**config.mk**
```make
export PLATFORM = sky130hd
export DESIGN_NAME = tts_div
export DESIGN_NICKNAME = d
export VERILOG_FILES = /design/src/sv/tts_pkg.sv /design/src/sv/tts_div.sv
export SDC_FILE = /design/constraint.sdc
export NUM_CORES = 1
export LEC_CHECK = 0
export ABC_CLOCK_PERIOD_IN_PS = 4350
export BUFFER_PORTS_ARGS = -buffer_cell sky130_fd_sc_hd__buf_2
export CELL_PAD_IN_SITES_DETAIL_PLACEMENT = 0
export CELL_PAD_IN_SITES_GLOBAL_PLACEMENT = 1
export CORE_MARGIN = 2
export CORE_UTILIZATION = 47
export CTS_CLUSTER_SIZE = 28
export DETAILED_ROUTE_END_ITERATION = 10
export GPL_TIMING_DRIVEN = 0
export PLACE_DENSITY_LB_ADDON = 0.1
export SLEW_MARGIN = 20
export SYNTH_ARGS = -nofsm -noshare
export SYNTH_HDL_FRONTEND = slang
export SYNTH_SLANG_ARGS = --single-unit
```
**constraint.sdc**
```tcl
create_clock -name clk -period 4.35 [get_ports clk]
set_clock_uncertainty 0.1 [all_clocks]
set_input_delay 0 -clock clk [delete_from_list [all_inputs] [get_ports clk]]
set_output_delay 0 -clock clk [all_outputs]
set_load 0.01 [all_outputs]
```
**src/sv/tts_pkg.sv**
```systemverilog
// ----------------------------------------------------------------------------
// tts_pkg
// shared types, widths and fixed-point helpers of the tridiagonal solver
// ----------------------------------------------------------------------------
`default_nettype none

package tts_pkg;

  localparam int DATA_W = 32;
  localparam int ROW_W  = 6;
  localparam int NORM_W = 31;

  typedef logic signed [DATA_W-1:0] data_t;
  typedef logic signed [2*DATA_W-1:0] wide_t;

  typedef struct packed {
    logic  start;
    data_t num;
    data_t den;
  } div_req_t;

  typedef struct packed {
    logic  done;
    data_t quot;
    logic  sat;
  } div_rsp_t;

  localparam wide_t POS_MAX = wide_t'(64'sh0000_0000_7FFF_FFFF);
  localparam wide_t NEG_MIN = wide_t'(-64'sh0000_0000_8000_0000);

  function automatic wide_t sx64(input data_t x);
    return wide_t'(x);
  endfunction

  function automatic data_t sat32(input wide_t v);
    data_t r;
    if (v > POS_MAX) begin
      r = data_t'(POS_MAX);
    end else if (v < NEG_MIN) begin
      r = data_t'(NEG_MIN);
    end else begin
      r = data_t'(v);
    end
    return r;
  endfunction

  function automatic logic clip32(input wide_t v);
    return (v > POS_MAX) || (v < NEG_MIN);
  endfunction

  // zero pivot becomes one lsb
  function automatic data_t nz(input data_t x);
    return (x == '0) ? data_t'(1) : x;
  endfunction

endpackage

`default_nettype wire

```
**src/sv/tts_div.sv**
```systemverilog
// ----------------------------------------------------------------------------
// tts_div
// radix-2 restoring divider, (num << frac) / den, truncated and saturated
// ----------------------------------------------------------------------------
`default_nettype none

module tts_div #(
  parameter int FRAC_BITS = 16
) (
  input  logic              clk,
  input  logic              rst_n,
  input  tts_pkg::div_req_t req,
  output tts_pkg::div_rsp_t rsp
);
  import tts_pkg::*;

  localparam int DW    = DATA_W + FRAC_BITS;
  localparam int CNT_W = $clog2(DW + 1);
  localparam logic [DW-1:0] POS_LIM = DW'(32'h7FFF_FFFF);
  localparam logic [DW-1:0] NEG_LIM = POS_LIM + DW'(1);

  logic               busy_r;
  logic [CNT_W-1:0]   cnt_r;
  logic [DW-1:0]      dvd_r;
  logic [DATA_W:0]    rem_r;
  logic [DATA_W-1:0]  dmag_r;
  logic               neg_r;
  logic               done_r;
  data_t              quot_r;
  logic               sat_r;

  logic [DATA_W-1:0]  nmag;
  logic [DATA_W-1:0]  dmag;
  logic [DATA_W:0]    rem_sh;
  logic               qbit;
  logic [DATA_W:0]    rem_nxt;

  always_comb begin
    nmag    = req.num[DATA_W-1] ? DATA_W'(-req.num) : DATA_W'(req.num);
    dmag    = req.den[DATA_W-1] ? DATA_W'(-req.den) : DATA_W'(req.den);
    rem_sh  = {rem_r[DATA_W-1:0], dvd_r[DW-1]};
    qbit    = rem_sh >= {1'b0, dmag_r};
    rem_nxt = qbit ? (rem_sh - {1'b0, dmag_r}) : rem_sh;
  end

  always_ff @(posedge clk) begin
    if (!rst_n) begin
      busy_r <= 1'b0;
      done_r <= 1'b0;
      cnt_r  <= '0;
    end else begin
      done_r <= 1'b0;
      if (req.start) begin
        busy_r <= 1'b1;
        cnt_r  <= CNT_W'(DW);
        dvd_r  <= {nmag, {FRAC_BITS{1'b0}}};
        rem_r  <= '0;
        dmag_r <= dmag;
        neg_r  <= req.num[DATA_W-1] ^ req.den[DATA_W-1];
      end else if (busy_r) begin
        if (cnt_r != '0) begin
          cnt_r <= cnt_r - CNT_W'(1);
          dvd_r <= {dvd_r[DW-2:0], qbit};
          rem_r <= rem_nxt;
        end else begin
          busy_r <= 1'b0;
          done_r <= 1'b1;
          if (!neg_r && dvd_r > POS_LIM) begin
            quot_r <= data_t'(32'h7FFF_FFFF);
            sat_r  <= 1'b1;
          end else if (neg_r && dvd_r > NEG_LIM) begin
            quot_r <= data_t'(32'h8000_0000);
            sat_r  <= 1'b1;
          end else begin
            quot_r <= neg_r ? data_t'(-dvd_r[DATA_W-1:0]) : data_t'(dvd_r[DATA_W-1:0]);
            sat_r  <= 1'b0;
          end
        end
      end
    end
  end

  assign rsp.done = done_r;
  assign rsp.quot = quot_r;
  assign rsp.sat  = sat_r;

endmodule

`default_nettype wire

```
==> run metrics <==
status complete, no violations; Die X-Extent 148 um; Clock Tree Buf Depth 2; CTS resizes 0; Placer Congestion 0.855; relative slew slack 0.436; Core ar. 20,400 sq um; synthesized-area fraction occupied by and/or/nand/nor cells 0.162; Final min period 3900 ps; vias 8,240; compound-gate portion of the synthesized area 0.183; post-synthesis sequential area ratio 0.463; DRT Pass-1 Iters 5; Setup Viol. Count Final 0; post-route ant nets 0; largest net degree at the start of global routing 50; Post-Syn Area per Cell 9.93 sq um; grt ovf 0; Synth Warn # 0; I/O Pins 101; Yosys cell types 69; pwr dens 369 nW/um^2; Cell Area, Synth 9810 sq um; slew of the pin with the lowest slew margin 846 ps; maximum vdd ir drop 0.288 mV; mux cell area share after synthesis 0.00446; die area 22,000 sq um; DP HPWL 17.7 mm; clock-pin slew on the worst setup and hold paths 70 ps; commonest non-fill, non-tap cell in the layout edfxtp_1; H-tree depth 4; Crit. End Element flip-flop; row count 52; Die Y 148 um; final WL 25.0 mm; Initial Util 0.482; final count of hold timing violations 0; Crit path required time 4530 ps; CP arrival 4080 ps; family with the most delay on the worst path compound AO/OA/AOI/OAI gates; RSZ-0062 raised after global routing no; vias in the first global route 8,114; initial antenna violation count 0; Pwr Total 4.50 mW; crit-path max cell delay 540 ps; commonest non-fill, non-tap cells in the layout edfxtp_1, buf_2, a21oi_1, dlygate4sd3_1, o21ai_0; Sink Count 154; CP cell instances ha_1, and2_1, a21oi_1, nor2_1, o311ai_1, a211o_1, a21bo_2, clkbuf_1, clkbuf_1, nand3_1, a21oi_1; diode count 0; Residual DRC 0; total CTS buffers 17; Crit Path Category flip-flop to flip-flop; fin nets 1,297; Syn-to-layout area delta 24.3%; leakage power 4.60 nW; register bit total from synthesis 154; Hold Crit Class input port to flip-flop; Max Clock Freq 256 MHz; Port Buf Inserts 100; largest fanout on the critical path 10; CTS tree yes; MaxCap Viol Count 0; Async SR Flop Fraction 0; CP Launch Type flip-flop; fin. max-slew vios 0; Skew-Pair Late Insertion Delay 430 ps; most used flip-flop cell after synthesis edfxtp_1; Via density 5.58; Avg WL per Cell 17.0 um; share of layout cells above drive strength 1 0.136; Total GRT Usage 0.237; final core utilization 0.599; final worst-path cycle share 0.897; Post-synth EDFFs 146; Adder-Cell Fraction of Synth Area 0.0479; drt initial violations 517; WP buf/inv 2; Synthesized Nets 1,092; Root Driver clkbuf_16; main combinational cell family by area after synthesis compound AO/OA/AOI/OAI gates; Mapped Cells 988; XOR/XNOR Fraction of Synth Area 0.102; first-pass GRT wire length 41.3 mm; slowest library cell on the worst path o311ai_1
worst reg2reg max path: stages, from the launching register on:
cell	delay, ps
edfxtp_1	410
ha_1	370
and2_1	230
a21oi_1	260
nor2_1	90
o311ai_1	540
a211o_1	390
a21bo_2	180
clkbuf_1	360
clkbuf_1	490
nand3_1	150
a21oi_1	160
Yosys cell counts, types with 3 or more instances:
library cell / instances / share of area
o21ai_0: 81 / 0.041
nor2b_1: 21 / 0.013
and2_1: 4 / 0.0025
nand3_1: 34 / 0.017
o31ai_1: 25 / 0.019
nand2_1: 61 / 0.023
o21ai_1: 3 / 0.0015
ha_1: 36 / 0.046
nand2b_1: 7 / 0.0045
nor2_1: 64 / 0.024
inv_1: 46 / 0.018
dfxtp_1: 8 / 0.016
o21a_1: 9 / 0.0069
or4_4: 4 / 0.0046
o211ai_1: 3 / 0.0023
nand4_1: 13 / 0.0083
xor2_1: 71 / 0.063
a31oi_1: 6 / 0.0038
or3_1: 8 / 0.0051
a21o_1: 18 / 0.014
and3_1: 8 / 0.0051
a211oi_1: 10 / 0.0077
a21oi_1: 88 / 0.045
xnor2_1: 43 / 0.038
buf_1: 4 / 0.0015
nor3_1: 18 / 0.0092
edfxtp_1: 146 / 0.45
and4_1: 4 / 0.0036
or4_1: 14 / 0.011
o41ai_1: 15 / 0.013
mux2_2: 3 / 0.0034
clkbuf_1: 45 / 0.017
a21boi_0: 3 / 0.0023
o22ai_1: 8 / 0.0051
nor4_1: 13 / 0.0083
or3_4: 3 / 0.0034
timing repair:
item | in CTS | in global routing
hold buffers | 84 | 0
setup buffers | 0 | 0
endpoints found under the hold margin | 72 | 0
power by group:
group | total [mW] | switching [mW] | internal, mW
Clock | 1.66 | 0.672 | 0.984
Combinational | 1.01 | 0.580 | 0.430
Sequential | 1.83 | 0.0658 | 1.77
metrics by stage:
stage,worst slack [ps],TNS [ps],cell area [sq um],hold WS [ps],std cells
after CTS,449,0,12200,13.9,1476
after global placement,-292,-22770,10700,126,1358
after detailed placement,483,0,10700,129,1360
after floorplan,847,0,9810,-1.13,988
after global routing,91.9,0,12200,28.5,1476
final,449,0,12200,12.7,1476
final timing paths:
path | cells after the start | to | slack (ps) | start
max | 11 | rem_r[24] | 450 | rem_r[6]
min | 3 | done_r | 10 | req[64]
max reg2reg | 11 | rem_r[24] | 450 | rem_r[6]
min reg2reg | 1 | done_r | 410 | busy_r
flip-flops by register name, indices dropped and copies added (netlist names), 6 cells and up:
signal / count
dvd_r: 48
dmag_r: 32
quot_r: 32
rem_r: 32
cnt_r: 6
per-layer routing:
metal  routed length (um)  GRT usage
met3                  922     0.0301
met1                10900      0.292
met4                  706     0.0867
met2                12500      0.425
met5                    0          0
cell families (layout without fill, tap and decap cells):
| group | after synthesis | in the layout |
|---|---|---|
| AND/OR/NAND/NOR | 292 | 292 |
| AO/OA/AOI/OAI | 290 | 290 |
| flip-flops | 154 | 154 |
| XOR/XNOR | 114 | 114 |
| buffers and inverters | 97 | 315 |
| adder cells (fa/ha/maj) | 37 | 37 |
| multiplexers | 4 | 4 |
layout make-up:
type                    count  area [sq um]
fillers                  1741          8170
inverters                  46           173
plain buffers              51           199
flip-flops and latches    154          4540
clock buffers              17           425
clock inverters            15           226
multi-input cells         737          4910
well taps                 270           338
repair buffers            186          1380
Power figures use the tool's default switching activity.
